`config.mk`:
```
export PLATFORM = sky130hd
export DESIGN_NAME = jbhe_job_queue
export DESIGN_NICKNAME = d
export VERILOG_FILES = /design/src/rtl/jbhe_pkg.sv /design/src/rtl/jbhe_job_queue.sv
export SDC_FILE = /design/constraint.sdc
export NUM_CORES = 1
export LEC_CHECK = 0
export ABC_AREA = 1
export BUFFER_PORTS_ARGS = -buffer_cell sky130_fd_sc_hd__buf_4
export CORE_MARGIN = 5
export CORE_UTILIZATION = 45
export DETAILED_ROUTE_END_ITERATION = 10
export GPL_ROUTABILITY_DRIVEN = 0
export GPL_TIMING_DRIVEN = 1
export PLACE_DENSITY = 0.76
export SLEW_MARGIN = 10
export SYNTH_ARGS = -nofsm -noshare
export SYNTH_HDL_FRONTEND = slang
export SYNTH_SLANG_ARGS = --single-unit
```
`constraint.sdc`:
```
create_clock -name clock -period 3 [get_ports clock]
set_clock_uncertainty 0.05 [all_clocks]
set_input_delay 0.15 -clock clock [delete_from_list [all_inputs] [get_ports clock]]
set_output_delay 0.15 -clock clock [all_outputs]
set_load 0.02 [all_outputs]
```
`src/rtl/jbhe_pkg.sv`:
```
// Shared types, constants and helpers of the JPEG block Huffman encoder.
package jbhe_pkg;

   // Design constants
   localparam int COMPONENTS = 4;
   localparam int COEFF_BITS = 12;
   localparam int CoeffInW   = 12;
   localparam int CompW      = (COMPONENTS > 1) ? $clog2(COMPONENTS) : 1;
   localparam int CalcW      = ((COEFF_BITS > CoeffInW) ? COEFF_BITS : CoeffInW) + 1;
   localparam int NbW        = $clog2(COEFF_BITS + 1);
   localparam int AmpW       = COEFF_BITS;
   localparam int AmpMaskW   = AmpW + 1;
   localparam int CodeW      = 16;
   localparam int LenW       = 5;
   localparam int EntryW     = LenW + CodeW;
   localparam int ValW       = CodeW + COEFF_BITS;
   localparam int TotW       = $clog2(CodeW + COEFF_BITS + 1);
   localparam int BitsW      = 28;
   localparam int CountW     = 5;
   localparam int RunW       = 6;
   localparam int JobDepth   = 4;
   localparam int JobPtrW    = $clog2(JobDepth);
   localparam int DcDepth    = 16;
   localparam int AcDepth    = 256;

   localparam logic signed [CalcW-1:0] COEFF_HI = CalcW'((2 ** (COEFF_BITS - 1)) - 1);
   localparam logic signed [CalcW-1:0] COEFF_LO = ~COEFF_HI;

   localparam logic [7:0]        SYM_ZRL   = 8'hF0;
   localparam logic [7:0]        SYM_EOB   = 8'h00;
   localparam logic [RunW-1:0]   RUN_CAP   = 6'd63;
   localparam logic [5:0]        POS_DC    = 6'd0;
   localparam logic [5:0]        POS_LAST  = 6'd63;
   localparam logic [LenW-1:0]   LEN_MAX   = 5'd16;
   localparam logic [TotW-1:0]   COUNT_MAX = TotW'(BitsW);

   // Command codes on the input word
   typedef enum logic [1:0] {
      CMD_COEFF    = 2'd0,
      CMD_DC_WRITE = 2'd1,
      CMD_AC_WRITE = 2'd2,
      CMD_CLEAR    = 2'd3
   } cmd_type;

   // Job kinds between front and back
   typedef enum logic [1:0] {
      JOB_CODE     = 2'd0,
      JOB_DC_WRITE = 2'd1,
      JOB_AC_WRITE = 2'd2
   } job_kind_type;

   typedef struct packed {
      logic [1:0]              command;
      logic signed [CoeffInW-1:0] coefficient;
      logic [5:0]              position;
      logic [1:0]              component;
      logic [1:0]              extra_zrls;
      logic [7:0]              table_symbol;
      logic [15:0]             table_code;
      logic [4:0]              table_length;
   } req_word_type;

   typedef struct packed {
      logic [BitsW-1:0]  bits;
      logic [CountW-1:0] bit_count;
      logic              block_end;
   } rsp_word_type;

   // One classified item: leading ZRLs, main symbol, trailing ZRLs, EOB
   typedef struct packed {
      job_kind_type      kind;
      logic [1:0]        lead_zrl;
      logic              has_main;
      logic              main_dc;
      logic [7:0]        main_sym;
      logic [NbW-1:0]    nb;
      logic [AmpW-1:0]   amp;
      logic [1:0]        tail_zrl;
      logic              eob;
      logic              block_end;
      logic [7:0]        wr_addr;
      logic [EntryW-1:0] wr_entry;
   } job_type;

   // Size category: index of the highest set bit plus one
   function automatic logic [NbW-1:0] mag_bits(input logic [CalcW-1:0] mag);
      logic [NbW-1:0] n;
      n = '0;
      for (int i = 0; i < CalcW; i++) begin
         if (mag[i]) n = NbW'(i + 1);
      end
      return n;
   endfunction

endpackage

```
`src/rtl/jbhe_job_queue.sv`:
```
// Short job queue between front end and back end.
module jbhe_job_queue (
   input  logic              clock,
   input  logic              reset,
   input  logic              push,
   input  jbhe_pkg::job_type push_word,
   output logic              full,
   input  logic              pop,
   output jbhe_pkg::job_type head_word,
   output logic              empty
);

   jbhe_pkg::job_type            entry_ff [jbhe_pkg::JobDepth];
   logic [jbhe_pkg::JobPtrW-1:0] wr_ptr_ff, wr_ptr_in;
   logic [jbhe_pkg::JobPtrW-1:0] rd_ptr_ff, rd_ptr_in;
   logic [jbhe_pkg::JobPtrW:0]   count_ff, count_in;

   assign full      = (count_ff == (jbhe_pkg::JobPtrW + 1)'(jbhe_pkg::JobDepth));
   assign empty     = (count_ff == '0);
   assign head_word = entry_ff[rd_ptr_ff];

   // Advance pointers and fill count
   always_comb begin
      wr_ptr_in = wr_ptr_ff;
      rd_ptr_in = rd_ptr_ff;
      count_in  = count_ff;
      if (push) wr_ptr_in = wr_ptr_ff + 1'b1;
      if (pop)  rd_ptr_in = rd_ptr_ff + 1'b1;
      if (push && !pop) count_in = count_ff + 1'b1;
      if (pop && !push) count_in = count_ff - 1'b1;
   end

   always_ff @(posedge clock) begin
      if (reset) begin
         wr_ptr_ff <= '0;
         rd_ptr_ff <= '0;
         count_ff  <= '0;
      end else begin
         wr_ptr_ff <= wr_ptr_in;
         rd_ptr_ff <= rd_ptr_in;
         count_ff  <= count_in;
      end
   end

   // Store the pushed word
   always_ff @(posedge clock) begin
      if (push) entry_ff[wr_ptr_ff] <= push_word;
   end

endmodule

```
Word level (Yosys, flattened, before mapping). Memories as Yosys holds them, arrays and structs flattened. A register that Yosys moved wholly into a read port is not among the register bits. Cells that the tools add are included.

Bits in registers: 7. Memory bits (read-only): 0. Bits in latches: 0. Memories kept: 1. Input bits: 67. Logic and storage cells: 21. Memory bits (writable): 252. Output and inout bits: 65.

Memory list: entry_ff (depth 4, width 63, rd ports 1, clocked after memory_dff 1, write ports 1, line jbhe_job_queue.sv:13) `jbhe_pkg::job_type entry_ff [jbhe_pkg::JobDepth];`.

Shifts and indexed selects: 0. Div/mod/pow operators: 0. Order comparisons: 0. Reduce and logical (&&, ||, !) cells: 6. $mul: 0. Eq/ne operators: 1. Add/subtract/negate cells: 4. Muxes and demuxes: 6. Bitwise operators: 0.

Operators with widths (number): 3-bit 2-to-1 mux (2); 2-bit by 1-bit adder with 2-bit output (second input constant) (2); 2-bit 2-to-1 mux (2); 3-bit by 1-bit adder with 3-bit output (second input constant) (1); 3-bit == test (second input constant) (1); 3-bit logical NOT (1); 3-bit by 1-bit subtractor with 3-bit output (second input constant) (1); 1-bit logical AND (2); 1-bit logical NOT (2); 1-bit 2-to-1 mux (2); 2-bit nonzero test (1).

Logic depth before layout (Yosys ltp).
Depth in word-level cells: 4. Gate-level depth with buffers: 10. Depth with buffers taken out: 10.

Worst setup path after synthesis. OpenSTA, ideal clock, no wires.

Kind: flip-flop to flip-flop. From: register wr_ptr_ff[0] in the netlist's numbering. To: memory entry_ff[2][0] in the netlist's numbering (enable). Buffers on the path: 0. Stages on the path, launching flop included: 5. Setup time: 0.417 ns. Path slack: 0.719 ns. Required time: 2.533 ns. Period minus slack after synthesis: 2.281 ns. Arrival: 1.814 ns. Cells stage by stage: dfxtp_1 -> inv_1 -> ha_1 -> nand2_1 -> inv_1.

RTL lines: from (decl) (line jbhe_job_queue.sv:14) `logic [jbhe_pkg::JobPtrW-1:0] wr_ptr_ff, wr_ptr_in;`; from (signal assigned) (line jbhe_job_queue.sv:39) `wr_ptr_ff <= wr_ptr_in;`; to (decl) (line jbhe_job_queue.sv:13).

Straight into the memory's write port.

==> results.txt <==
* Placed wire-length estimate: between 10 and 15 mm
* Synth area leaders: sky130_fd_sc_hd__edfxtp_1 (75%), sky130_fd_sc_hd__o21ai_0 (5.9%), sky130_fd_sc_hd__o22ai_2 (3.7%)
- In this run the core area contains 54 standard-cell rows.
* Max frequency: approximately 0.38 GHz
- The floorplan step set the die width to 159 um.
- Number of post-CTS setup repair buffers: 0
- CP endpoint kind: primary output
* Dominant cell type by area after synthesis: sky130_fd_sc_hd__edfxtp_1
- The hold violation total from the final report was 0.
* Number of top-level pins: 132
- Via-to-Cell Ratio: 5.20
* Largest net degree at the start of global routing: 127
- Clock Tree Buf Depth: 3
- Clock Power Share: between 30% and 40%
- At the worst endpoint, the arrival time is ~2400 ps.
- Slew margin rel.: between 40% and 50%
- Of all nets on the critical path, the largest fanout is 126.
- Across the VDD grid, the largest voltage drop is 368 uV.
* NumNets Final: 934
* Area of the mapped netlist: approximately 0.01 mm2
- The cell count after synthesis came out at around 670.
- Most common cell in the synthesized netlist: sky130_fd_sc_hd__edfxtp_1
* Uppermost routed layer: met4
* Setup WS post-layout: about 360 ps
- In the final timing run, aggregate negative setup slack is 0 ps.
* Psw: 1.94 mW
* Worst setup timing slack at the placement stage: 914 ps
- Post-CTS clock slew at the launch and capture registers of the worst setup and hold paths: ~70 ps
* Vias in the first global route: 6,245
- Share of Yosys cell area claimed by the top area cell type: 75.5%
- Routed length per placed instance: 18.4 um
* Cell variety after synth: 24
* Met1 WL: ~8.6 mm
- The number of buffers and inverters on the critical path is 2.
- For this configuration, the core starts out at a cell density of 45.8%.
- Per report_power, the sequential group accounts for 48.9% of the total.
* Crit Path Category: register to primary output
* Post-synthesis to final-layout area growth: 27.9%
- Final count of pins violating max slew: 0
- After detailed routing, the number of remaining DRC violations is 0.
* Antenna-violating nets left: 0
* Wire length reported by the detailed router: about 21 mm
- The internal portion of the total power is 6.70 mW.
- Dividing the final minimum period by the clock period gives 87.9%.
- The run finished with clean final reports.
* Seq/Total Area, Yosys: 77.3%
- The first TritonRoute pass finished after 4 iterations.
- The worst setup path is launched from a register.
* Worst hold slack: 333 ps
- The floorplan step defined a core boundary enclosing 0.0219 mm2.
- Counting I/O delays and the setup requirement, the final critical path takes 2640 ps.
- TritonCTS built the clock tree.
* Height of the die: 159 um
- In this run, synthesis produced a sequential element count of 261.
- The synthesized design contains 252 enable-type register cells.
* Leading register cell type out of synthesis: sky130_fd_sc_hd__edfxtp_1
* CTS H-Tree Depth: 1
- Count of yosys warnings during synthesis: 0
* Leading cell types by count after synthesis: sky130_fd_sc_hd__edfxtp_1 (252), sky130_fd_sc_hd__o21ai_0 (119), sky130_fd_sc_hd__nor2_1 (99), sky130_fd_sc_hd__o22ai_1 (33)
- Via count: 6,036
- Net switching is 22.5% of the power.
- Pwr per Cell Area: ~670 mW/mm2
- In this run, the number of DRC markers left after iteration 0 of detailed routing was 467.
- Worst min-delay path class: input pin to register
- Detailed routing placed a total of 11.0 mm of wire on met2.
- In the synthesized netlist the async set-or-reset flop fraction comes to 0%.
- The tree is rooted in a sky130_fd_sc_hd__clkbuf_16.
- Initial antenna violation count: 1
- Setup repair after global routing left no endpoint under its margin.
- At the later pin of the worst-skew pair, clock insertion delay measures 510 ps.
- Post_cts resized: 0
- The tool flagged a number of max-cap violations equal to 0.
- The die covers ~0.025 mm2.
* Number of buffers created by CTS: 25
- The number of nets in the synthesized netlist is between 700 and 800.
* Worst stage delay on the critical path: 790 ps
- Setup Viol. Count Final: 0
* Global Route Usage Sum: 16.2%
- The share of total power dissipated in combinational logic is 11.7%.
* Remaining Overflow, GRT: 0
* Crit-path cells: inv_8, o21ai_0, o22ai_2, buf_4
- Routed length on met3: roughly 1.3 mm
- The first global-routing pass estimated about 34 mm of wire.
* Critical path data required time: 2800 ps
* Count of buffers inserted at the top-level ports: 131
- Fraction of final layout cells sized beyond drive strength 1: 28.2%
- A synthesized cell averages 15.0 um2.
* Cell with the largest stage delay on the worst path: sky130_fd_sc_hd__dfxtp_4
- Slew of the pin with the lowest slew margin: 775 ps
* Total Power: around 8.6 mW
- Clock tree sinks: between 200 and 300
- Gate family responsible for the most delay along the worst path: flip-flops
- Leakage power summed over all cells: between 4 and 5 nW
[cells by family (layout without fill, tap and decap cells)]
kind of cell	count (synthesis)	count (layout)	share of synthesized area (%)
DFF	261	261	77.3
adders and majority gates	6	6	0.823
AOI/OAI and AO/OA	200	200	12.6
and+or+nand+nor	142	142	6.13
buffers and inverters	58	271	3.16
other	0	1	0
[final cells by class]
cell class                 instances  area, um2
timing repair buffer             207       1760
clock buffer                      34        689
sequential                       261       7750
antenna                            1       2.50
clock inverter                    12        223
tap                              280        350
multi-input combinational        348       1960
inverter                          18       85.1
fill                            1663       9060
[worst reg2reg max path: stages (launching register included)]
cell and delay (ps):
sky130_fd_sc_hd__dfxtp_1 370, sky130_fd_sc_hd__inv_1 110, sky130_fd_sc_hd__ha_1 200, sky130_fd_sc_hd__nand2_1 80
sky130_fd_sc_hd__clkinv_2 320, sky130_fd_sc_hd__buf_4 390
[metal layers]
| layer | track usage (%) | up-vias |
|---|---|---|
| li1 | - | 2886 |
| met1 | 20.0 | 2936 |
| met2 | 28.4 | 177 |
| met3 | 3.91 | 37 |
| met4 | 5.20 | 0 |
| met5 | 0 | - |
[metrics by stage]
stage | instances | instance area (um2) | util [%]
floorplan | 667 | 10000 | -
finish | 1161 | 12800 | 58.6
detailed placement | 1047 | 11200 | 51.3
global route | 1161 | 12800 | 58.6
global placement | 1047 | 11200 | 51.3
CTS | 1160 | 12800 | 58.6
[path summary, 6_finish.rpt]
| check | from | endpoint | slack [ps] | cells past startpoint |
|---|---|---|---|---|
| setup / recovery | register | head_word[16] | 360 | 4 |
| hold / removal | push_word[7] | entry_ff[3][7] | 330 | 2 |
| setup reg to reg | wr_ptr_ff[0] | entry_ff[2][53] | 1200 | 5 |
| hold reg to reg | rd_ptr_ff[1] | register | 420 | 1 |
[power by group through the flow]
stage	Clock (mW)	Combinational, mW	Sequential, mW
2_1_floorplan	0	0.550	4.27
3_3_place_gp	0	0.928	4.30
3_5_place_dp	0	0.944	4.30
4_1_cts	3.44	1.02	4.22
5_1_grt	3.63	1.09	4.24
6_report	3.41	1.01	4.22
[registers in the layout (all words and copies together) (netlist names), named ones only]
register,flops
wr_ptr_ff,2
entry_ff,252
rd_ptr_ff,2
count_ff,3
[placed cells by master, fill, tap and decap left out, types with 2 or more instances in the layout]
master	n
sky130_fd_sc_hd__edfxtp_1	252
sky130_fd_sc_hd__buf_4	137
sky130_fd_sc_hd__o21ai_0	119
sky130_fd_sc_hd__nor2_1	99
sky130_fd_sc_hd__dlygate4sd3_1	67
sky130_fd_sc_hd__o22ai_1	33
sky130_fd_sc_hd__nor2_2	30
sky130_fd_sc_hd__o22ai_2	30
sky130_fd_sc_hd__clkbuf_16	25
sky130_fd_sc_hd__o21ai_1	13
sky130_fd_sc_hd__inv_1	12
sky130_fd_sc_hd__nand2_1	9
sky130_fd_sc_hd__dfxtp_1	7
sky130_fd_sc_hd__clkinv_2	6
sky130_fd_sc_hd__clkbuf_1	6
sky130_fd_sc_hd__bufinv_16	6
sky130_fd_sc_hd__a21oi_1	5
sky130_fd_sc_hd__ha_1	5
sky130_fd_sc_hd__clkbuf_8	3
sky130_fd_sc_hd__buf_12	3
sky130_fd_sc_hd__clkinv_4	2
sky130_fd_sc_hd__nor3_1	2
sky130_fd_sc_hd__clkinvlp_4	2
[repair_timing]
item,CTS,global route
hold endpoints to repair,261,0
setup endpoints to repair,0,0
hold buffers,67,0
Note: power is estimated with default switching activity, not from simulation.
