--- config.mk ---
export PLATFORM = sky130hd
export DESIGN_NAME = jbhe_front
export DESIGN_NICKNAME = d
export VERILOG_FILES = /design/src/rtl/jbhe_pkg.sv /design/src/rtl/jbhe_front.sv
export SDC_FILE = /design/constraint.sdc
export NUM_CORES = 1
export LEC_CHECK = 0
export ABC_AREA = 1
export BUFFER_PORTS_ARGS = -buffer_cell sky130_fd_sc_hd__buf_4
export CORE_UTILIZATION = 57
export CTS_CLUSTER_DIAMETER = 80
export DETAILED_ROUTE_END_ITERATION = 10
export PLACE_DENSITY_LB_ADDON = 0.3
export SLEW_MARGIN = 20
export SYNTH_ARGS = -nofsm -noshare
export SYNTH_HDL_FRONTEND = slang
export SYNTH_SLANG_ARGS = --single-unit
--- constraint.sdc ---
create_clock -name clock -period 8.1 [get_ports clock]
set_clock_uncertainty 0.15 [all_clocks]
set_input_delay 0.81 -clock clock [delete_from_list [all_inputs] [get_ports clock]]
set_output_delay 0.81 -clock clock [all_outputs]
set_load 0.1 [all_outputs]
--- src/rtl/jbhe_pkg.sv ---
// Shared types, constants and helpers of the JPEG block Huffman encoder.
package jbhe_pkg;

   // Design constants
   localparam int COMPONENTS = 4;
   localparam int COEFF_BITS = 12;
   localparam int CoeffInW   = 12;
   localparam int CompW      = (COMPONENTS > 1) ? $clog2(COMPONENTS) : 1;
   localparam int CalcW      = ((COEFF_BITS > CoeffInW) ? COEFF_BITS : CoeffInW) + 1;
   localparam int NbW        = $clog2(COEFF_BITS + 1);
   localparam int AmpW       = COEFF_BITS;
   localparam int AmpMaskW   = AmpW + 1;
   localparam int CodeW      = 16;
   localparam int LenW       = 5;
   localparam int EntryW     = LenW + CodeW;
   localparam int ValW       = CodeW + COEFF_BITS;
   localparam int TotW       = $clog2(CodeW + COEFF_BITS + 1);
   localparam int BitsW      = 28;
   localparam int CountW     = 5;
   localparam int RunW       = 6;
   localparam int JobDepth   = 4;
   localparam int JobPtrW    = $clog2(JobDepth);
   localparam int DcDepth    = 16;
   localparam int AcDepth    = 256;

   localparam logic signed [CalcW-1:0] COEFF_HI = CalcW'((2 ** (COEFF_BITS - 1)) - 1);
   localparam logic signed [CalcW-1:0] COEFF_LO = ~COEFF_HI;

   localparam logic [7:0]        SYM_ZRL   = 8'hF0;
   localparam logic [7:0]        SYM_EOB   = 8'h00;
   localparam logic [RunW-1:0]   RUN_CAP   = 6'd63;
   localparam logic [5:0]        POS_DC    = 6'd0;
   localparam logic [5:0]        POS_LAST  = 6'd63;
   localparam logic [LenW-1:0]   LEN_MAX   = 5'd16;
   localparam logic [TotW-1:0]   COUNT_MAX = TotW'(BitsW);

   // Command codes on the input word
   typedef enum logic [1:0] {
      CMD_COEFF    = 2'd0,
      CMD_DC_WRITE = 2'd1,
      CMD_AC_WRITE = 2'd2,
      CMD_CLEAR    = 2'd3
   } cmd_type;

   // Job kinds between front and back
   typedef enum logic [1:0] {
      JOB_CODE     = 2'd0,
      JOB_DC_WRITE = 2'd1,
      JOB_AC_WRITE = 2'd2
   } job_kind_type;

   typedef struct packed {
      logic [1:0]              command;
      logic signed [CoeffInW-1:0] coefficient;
      logic [5:0]              position;
      logic [1:0]              component;
      logic [1:0]              extra_zrls;
      logic [7:0]              table_symbol;
      logic [15:0]             table_code;
      logic [4:0]              table_length;
   } req_word_type;

   typedef struct packed {
      logic [BitsW-1:0]  bits;
      logic [CountW-1:0] bit_count;
      logic              block_end;
   } rsp_word_type;

   // One classified item: leading ZRLs, main symbol, trailing ZRLs, EOB
   typedef struct packed {
      job_kind_type      kind;
      logic [1:0]        lead_zrl;
      logic              has_main;
      logic              main_dc;
      logic [7:0]        main_sym;
      logic [NbW-1:0]    nb;
      logic [AmpW-1:0]   amp;
      logic [1:0]        tail_zrl;
      logic              eob;
      logic              block_end;
      logic [7:0]        wr_addr;
      logic [EntryW-1:0] wr_entry;
   } job_type;

   // Size category: index of the highest set bit plus one
   function automatic logic [NbW-1:0] mag_bits(input logic [CalcW-1:0] mag);
      logic [NbW-1:0] n;
      n = '0;
      for (int i = 0; i < CalcW; i++) begin
         if (mag[i]) n = NbW'(i + 1);
      end
      return n;
   endfunction

endpackage

--- src/rtl/jbhe_front.sv ---
// Front end: accepts words, tracks predictors and zero run, classifies into jobs.
module jbhe_front (
   input  logic                  clock,
   input  logic                  reset,
   input  logic                  req_push,
   input  jbhe_pkg::req_word_type req_word,
   input  logic                  job_full,
   output logic                  job_push,
   output jbhe_pkg::job_type     job_word
);

   logic accept;
   logic need_job;

   logic signed [jbhe_pkg::CalcW-1:0] coef_ext;
   logic signed [jbhe_pkg::CalcW-1:0] coef_v;
   logic signed [jbhe_pkg::CalcW-1:0] pred_ext;
   logic signed [jbhe_pkg::CalcW-1:0] val;
   logic [jbhe_pkg::CalcW-1:0]        mag;
   logic [jbhe_pkg::NbW-1:0]          nb;
   logic [jbhe_pkg::AmpW-1:0]         amp;
   logic [jbhe_pkg::CompW-1:0]        comp_sel;
   logic [jbhe_pkg::RunW-1:0]         run_inc;
   logic [jbhe_pkg::LenW-1:0]         tlen;
   logic                              is_dc;
   logic                              is_last;
   logic                              is_zero;

   logic [jbhe_pkg::RunW-1:0]         run_ff, run_in;
   logic signed [jbhe_pkg::COEFF_BITS-1:0] pred_ff [jbhe_pkg::COMPONENTS];
   logic signed [jbhe_pkg::COEFF_BITS-1:0] pred_in [jbhe_pkg::COMPONENTS];

   assign accept = req_push && !job_full;

   // Clamp the coefficient and pick the predictor
   always_comb begin
      coef_ext = jbhe_pkg::CalcW'(req_word.coefficient);
      if (coef_ext < jbhe_pkg::COEFF_LO) begin
         coef_v = jbhe_pkg::COEFF_LO;
      end else if (coef_ext > jbhe_pkg::COEFF_HI) begin
         coef_v = jbhe_pkg::COEFF_HI;
      end else begin
         coef_v = coef_ext;
      end
      if (int'(req_word.component) >= jbhe_pkg::COMPONENTS) begin
         comp_sel = jbhe_pkg::CompW'(jbhe_pkg::COMPONENTS - 1);
      end else begin
         comp_sel = jbhe_pkg::CompW'(req_word.component);
      end
      pred_ext = jbhe_pkg::CalcW'(pred_ff[comp_sel]);
   end

   // Size category and ones-complement amplitude
   always_comb begin
      is_dc   = (req_word.position == jbhe_pkg::POS_DC);
      is_last = (req_word.position == jbhe_pkg::POS_LAST);
      is_zero = (coef_v == '0);
      val     = is_dc ? (coef_v - pred_ext) : coef_v;
      mag     = val[jbhe_pkg::CalcW-1] ? jbhe_pkg::CalcW'(-val) : jbhe_pkg::CalcW'(val);
      nb      = jbhe_pkg::mag_bits(mag);
      amp     = val[jbhe_pkg::CalcW-1] ? jbhe_pkg::AmpW'(val - jbhe_pkg::CalcW'(1))
                                       : jbhe_pkg::AmpW'(val);
      run_inc = (run_ff == jbhe_pkg::RUN_CAP) ? run_ff : run_ff + 1'b1;
      tlen    = (req_word.table_length > jbhe_pkg::LEN_MAX) ? jbhe_pkg::LEN_MAX
                                                            : req_word.table_length;
   end

   // Classify the word into a job
   always_comb begin
      job_word          = '0;
      job_word.kind     = jbhe_pkg::JOB_CODE;
      job_word.wr_addr  = req_word.table_symbol;
      job_word.wr_entry = {tlen, req_word.table_code};
      need_job          = 1'b0;
      case (req_word.command)
         jbhe_pkg::CMD_COEFF: begin
            if (is_dc) begin
               need_job          = 1'b1;
               job_word.has_main = 1'b1;
               job_word.main_dc  = 1'b1;
               job_word.main_sym = {4'b0, nb[3:0]};
               job_word.nb       = nb;
               job_word.amp      = amp;
            end else if (!is_zero) begin
               need_job           = 1'b1;
               job_word.lead_zrl  = run_ff[5:4];
               job_word.has_main  = 1'b1;
               job_word.main_sym  = {run_ff[3:0], 4'b0} + 8'(nb);
               job_word.nb        = nb;
               job_word.amp       = amp;
               job_word.tail_zrl  = is_last ? req_word.extra_zrls : 2'd0;
               job_word.block_end = is_last;
            end else if (is_last) begin
               need_job           = 1'b1;
               job_word.tail_zrl  = req_word.extra_zrls;
               job_word.eob       = run_inc > {req_word.extra_zrls, 4'b0};
               job_word.block_end = 1'b1;
            end
         end
         jbhe_pkg::CMD_DC_WRITE: begin
            job_word.kind = jbhe_pkg::JOB_DC_WRITE;
            need_job      = (req_word.table_symbol < 8'(jbhe_pkg::DcDepth));
         end
         jbhe_pkg::CMD_AC_WRITE: begin
            job_word.kind = jbhe_pkg::JOB_AC_WRITE;
            need_job      = 1'b1;
         end
         default: begin
            need_job = 1'b0;
         end
      endcase
   end

   assign job_push = accept && need_job;

   // Advance run counter and predictors
   always_comb begin
      run_in  = run_ff;
      pred_in = pred_ff;
      if (accept) begin
         case (req_word.command)
            jbhe_pkg::CMD_COEFF: begin
               if (is_dc) begin
                  run_in            = '0;
                  pred_in[comp_sel] = jbhe_pkg::COEFF_BITS'(coef_v);
               end else if (is_last || !is_zero) begin
                  run_in = '0;
               end else begin
                  run_in = run_inc;
               end
            end
            jbhe_pkg::CMD_CLEAR: begin
               for (int i = 0; i < jbhe_pkg::COMPONENTS; i++) begin
                  pred_in[i] = '0;
               end
            end
            default: begin
               run_in = run_ff;
            end
         endcase
      end
   end

   always_ff @(posedge clock) begin
      if (reset) begin
         run_ff <= '0;
         for (int i = 0; i < jbhe_pkg::COMPONENTS; i++) begin
            pred_ff[i] <= '0;
         end
      end else begin
         run_ff  <= run_in;
         pred_ff <= pred_in;
      end
   end

endmodule

Word-level counts from Yosys, hierarchy flattened
Cells that the tools add are included.
W data, S select, Z words.
Cells by class
  add/sub/neg operators: 5
  multipliers: 0
  div/mod/pow operators: 0
  magnitude comparators: 7
  equality and inequality tests: 6
  shift operators: 0
  mux-type cells: 48
  bitwise operators: 1
  reduce and logical (&&, ||, !) cells: 12
Operators with widths (number)
  $pmux W48 S2: 1
  $mux W4: 14
  $mux W13: 4
  $bwmux W48: 1
  $mux W12: 4
  $mux W24: 2
  $mux W48: 1
  $mux W32: 1
  $bmux W12 S2: 1
  $demux W12 S2: 1
  $mux W6: 3
  $logic_not A13 Y1: 1
  $neg A13 Y13: 1
  $sub A13 B12 Y13: 1
  $eq A6 B6 Y1 const B: 2
  $gt A12 B12 Y1 const B: 1
  $lt A12 B12 Y1 const B: 1
  $sub A12 B2 Y12 const B: 1
  $add A8 B4 Y8: 1
  $lt A8 B5 Y1 const B: 1
  $mux W1: 8
  $add A6 B1 Y6 const B: 1
  $gt A6 B6 Y1: 1
  $logic_not A6 Y1: 1
  other kinds (19): 25
Word-level totals
  bits in registers: 54
  bits in latches: 0
  memory bits (writable): 0
  memory bits (read-only): 0
  output and inout bits: 64
  word-level logic and storage cells: 84
  memories: 0

Depth between registers and ports, before layout
  depth after elaboration: 25
  depth in mapped cells: 31

Worst setup path after synthesis
OpenSTA, ideal clock, no wires.
  path kind: input to output
  start point: in req_word[31] (netlist bit)
  end point: out job_word[51] (netlist bit)
  arrival: 5.534 ns
  data required time: 7.140 ns
  setup slack: 1.606 ns
  cell stages on the path: 18
  buffers on the path: 2
  path through: inv_1 nor2_1 clkbuf_1 a221oi_1 ha_1 inv_1 fa_1 o21ai_2 ha_1 nand2_1 nor2_1 nand4_2 nand2_1 xor2_1 and2_4 nand3_1 a21oi_1 buf_4
RTL lines
  from (decl): RTL line jbhe_front.sv:6  | input jbhe_pkg::req_word_type req_word,
  to (decl): RTL line jbhe_front.sv:9  | output jbhe_pkg::job_type job_word

==> impl_metrics.prom <==
# TYPE chip_impl_metric gauge
chip_impl_info{name="outcome",value="finished clean"} 1
chip_impl_metric{name="first_global_vias",unit=""} 3886
chip_impl_metric{name="synthesis.yosys.warnings",unit=""} 0
chip_impl_metric{name="detail_route.iter0.violations",unit=""} 236
chip_impl_metric{name="detail_route.first_pass.iterations",unit=""} 4
chip_impl_metric{name="grt_pass1_wl",unit="mm"} 17.1
chip_impl_metric{name="setup_viol_count_final",unit=""} 0
chip_impl_info{name="timing.hold.worst_endpoint",value="pred_ff[25]$_SDFFE_PP0P_"} 1
chip_impl_info{name="slowest_stage",value="nor2_1"} 1
chip_impl_metric{name="antenna_cells_inserted",unit=""} 0
chip_impl_metric{name="fin_cells",unit=""} 811
chip_impl_metric{name="synth.net_count",unit=""} 760
chip_impl_metric{name="netlist.area_leader.share",unit="%"} 25.0
chip_impl_metric{name="crit_required",unit="ns"} 7.14
chip_impl_info{name="timing.hold.worst.class",value="register to register"} 1
chip_impl_info{name="cp-end-kind",value="primary output"} 1
chip_impl_metric{name="pin_count_of_the_biggest_net_entering_global_routing",unit=""} 55
chip_impl_metric{name="number_of_placed_instances_taps_included",unit=""} 803
chip_impl_metric{name="p_total",unit="uW"} 599
chip_impl_metric{name="cellLeakagePower",unit="nW"} 2.10
chip_impl_metric{name="drive_gt1_share",unit="%"} 17.0
chip_impl_info{name="crit_path_start_kind",value="input port"} 1
chip_impl_metric{name="hold-path-cell-count",unit=""} 2
chip_impl_metric{name="synth.mux.area_fraction",unit="%"} 0
chip_impl_metric{name="post-route-util",unit="%"} 65.7
chip_impl_metric{name="clk_latency",unit="ns"} 0.30
chip_impl_info{name="min_from",value="pred_ff[25]$_SDFFE_PP0P_"} 1
chip_impl_metric{name="syn_area",unit="um2"} 4320
chip_impl_info{name="combinational_family_with_the_most_area_after_synthesis",value="simple AND/OR/NAND/NOR gates"} 1
chip_impl_metric{name="gp_congestion",unit=""} 0.917
chip_impl_info{name="cts_tree",value="yes"} 1
chip_impl_metric{name="num_vias",unit=""} 4407
chip_impl_metric{name="numClockSinks",unit=""} 54
chip_impl_metric{name="holdBufCountCts",unit=""} 0
chip_impl_metric{name="final_count_of_hold_timing_violations",unit=""} 0
chip_impl_metric{name="slew_headroom",unit="%"} 26.8
chip_impl_metric{name="post_synthesis_sequential_area_ratio",unit="%"} 25.0
chip_impl_metric{name="critical_path_fanouts_max",unit=""} 15
chip_impl_metric{name="synth-compound-area-share",unit="%"} 18.1
chip_impl_metric{name="synth_fa_ha_area_share",unit="%"} 5.10
chip_impl_metric{name="yosys.cell_types.count",unit=""} 46
chip_impl_metric{name="floorplan.rows",unit=""} 31
chip_impl_metric{name="worstPathArrival",unit="ns"} 4.87
chip_impl_metric{name="avg_inst_size_synth",unit="um2"} 6.30
chip_impl_metric{name="die_height",unit="um"} 89.1
chip_impl_metric{name="power_density_normalized_to_cell_area",unit="nW/um2"} 125
chip_impl_metric{name="cts_made_buffers",unit=""} 5
chip_impl_metric{name="floorplan_core_area",unit="um2"} 7290
chip_impl_metric{name="drt-total-wl",unit="mm"} 10.8
chip_impl_metric{name="floorplan.io_pins",unit=""} 121
chip_impl_metric{name="synth-xor-area-share",unit="%"} 2.84
chip_impl_metric{name="wire_per_inst",unit="um"} 13.3
chip_impl_metric{name="drt.antenna.violating_nets",unit=""} 0
chip_impl_info{name="reg2reg_to",value="run_ff[2]$_SDFFE_PP0P_"} 1
chip_impl_metric{name="synth-simple-area-share",unit="%"} 34.4
chip_impl_metric{name="clockBufferDepth",unit=""} 2
chip_impl_metric{name="area_of_the_die",unit="um2"} 7930
chip_impl_metric{name="ctsHtreeMaxLevel",unit=""} 2
chip_impl_metric{name="io_buffers",unit=""} 80
chip_impl_metric{name="area_delta_synth_final",unit="%"} 11.0
chip_impl_metric{name="die_width",unit="um"} 89.1
chip_impl_metric{name="detailedPlacementHpwl",unit="mm"} 8.41
chip_impl_metric{name="globalRouteOverflowTotal",unit=""} 0
chip_impl_metric{name="clk_pin_slew",unit="ns"} 0.09
chip_impl_info{name="r2r-start",value="run_ff[1]$_SDFFE_PP0P_"} 1
chip_impl_metric{name="reg2reg_depth",unit=""} 13
chip_impl_metric{name="maxCapViolations",unit=""} 0
chip_impl_info{name="clock-root-buffer",value="clkbuf_8"} 1
chip_impl_metric{name="avgViaCountPerCell",unit=""} 5.43
chip_impl_info{name="synth_area_leaders",value="dfxtp_1 25%, nand2_1 19%, a21oi_1 8.5%"} 1
chip_impl_info{name="rsz0062_at_grt",value="no"} 1
chip_impl_info{name="worst-setup-path-type",value="input port to primary output"} 1
chip_impl_metric{name="final_period_minus_worst_setup_slack",unit="ns"} 5.83
chip_impl_metric{name="grt.total_usage",unit="%"} 27.3
chip_impl_metric{name="cts_resized",unit=""} 0
chip_impl_metric{name="cpPeakStageDelay",unit="ns"} 0.73
chip_impl_metric{name="net_count_reported_at_finish",unit=""} 785
chip_impl_metric{name="dp_worst_slack",unit="ns"} 2.27
chip_impl_metric{name="final_setup_margin",unit="ns"} 2.27
chip_impl_metric{name="final_min_period_over_clock_period",unit="%"} 72.0
chip_impl_metric{name="drc_errors",unit=""} 0
chip_impl_metric{name="max_clock_freq",unit="MHz"} 171
chip_impl_metric{name="max-vdd-ir-drop",unit="mV"} 0.131
chip_impl_metric{name="synth.ff_latch_count",unit=""} 54
chip_impl_metric{name="tightestPinTransition",unit="ns"} 1.09
chip_impl_metric{name="initial_antenna_violation_count",unit=""} 0
chip_impl_metric{name="final_max_slew_viol_count",unit=""} 0
chip_impl_metric{name="synth_instances",unit=""} 686
chip_impl_info{name="critPathMostFrequentCell",value="nand2_1"} 1
chip_impl_metric{name="cts_setup_buffers",unit=""} 0
chip_impl_metric{name="initial_core_util",unit="%"} 59.2
chip_impl_metric{name="reg2reg_slack",unit="ns"} 5.96
chip_impl_info{name="yosysTopAreaCell",value="dfxtp_1"} 1
chip_impl_metric{name="final.setup.tns",unit="ns"} 0
area by class of cell:
type / instances / area [um2]
Multi-Input combinational cell: 497 / 2610
Timing Repair Buffer: 83 / 623
Tap cell: 99 / 124
Sequential cell: 54 / 1080
Clock buffer: 7 / 86.3
Clock inverter: 1 / 5.00
Inverter: 70 / 263
Fill cell: 681 / 2500
synthesized netlist by cell type (all sizes together):
master,instances
inv,68
ha,16
nand3b,3
clkbuf,32
dfxtp,54
o21ai,22
fa,1
clkinv,2
xnor2,3
nand3,26
nor4,7
buf,33
a22o,11
a211oi,1
o21a,2
nand4,7
a31oi,2
nand2,221
or2,1
a221oi,12
and2,2
nor2,50
o21bai,2
nor3b,8
a311oi,1
xor2,11
o22ai,1
a21oi,75
nor3,12
flip-flops by register name, summed over array words and instances, names as in the netlist:
| name | count |
|---|---|
| run_ff | 6 |
| pred_ff | 48 |
cell families (layout without fill, tap and decap cells):
kind of cell / Yosys count / after routing
AOI/OAI and AO/OA: 129 / 129
xor gates and xnor gates: 14 / 14
adders and majority gates: 17 / 17
buffers and inverters: 135 / 161
DFF: 54 / 54
and+or+nand+nor: 337 / 337
metal layers:
metal	global-route usage (%)	up-vias	part of all wire, %
li1	-	2251	-
met1	34.5	2013	45
met2	48.6	120	48
met3	2.22	23	4.9
met4	9.96	0	2.0
met5	0	-	0
per-stage QoR:
stage / hold WS [ns] / area [um2]
floorplan: 0.291 / 4320
global placement: 0.297 / 4700
detailed placement: 0.302 / 4700
CTS: 0.316 / 4790
global route: 0.330 / 4790
finish: 0.316 / 4790
report_power, final:
group          switching, mW  internal, mW  leakage (nW)  total, mW
clock                 0.0797        0.0690        0.0482      0.149
combinational          0.135        0.0496          1.62      0.185
sequential         0.0000191         0.265         0.435      0.265
placed cells by master, fill, tap and decap left out, types with 12 or more instances in the layout:
master,count
nand2_1,215
buf_4,83
a21oi_1,73
inv_1,64
dfxtp_1,54
nor2_1,44
nand3_1,22
ha_1,16
o21ai_0,13
a221oi_1,12
worst max-delay path: cells and delay by family:
kind	cells	cell delay (ns)
compound gates	4	0.51
xor+xnor	1	0.22
fa+ha+maj	1	0.41
buf+inv	5	0.94
simple gates	16	1.98
worst max path at each step:
| stage | startpoint | to | cells after the start |
|---|---|---|---|
| finish | req_word[31] | job_word[49] | 27 |
| global route | req_word[31] | job_word[45] | 27 |
| CTS | req_word[31] | job_word[49] | 27 |
| detailed placement | req_word[31] | job_word[49] | 27 |
| global placement | req_word[31] | job_word[51] | 17 |
| floorplan | req_word[31] | job_word[51] | 18 |
Note: power is estimated with default switching activity, not from simulation.
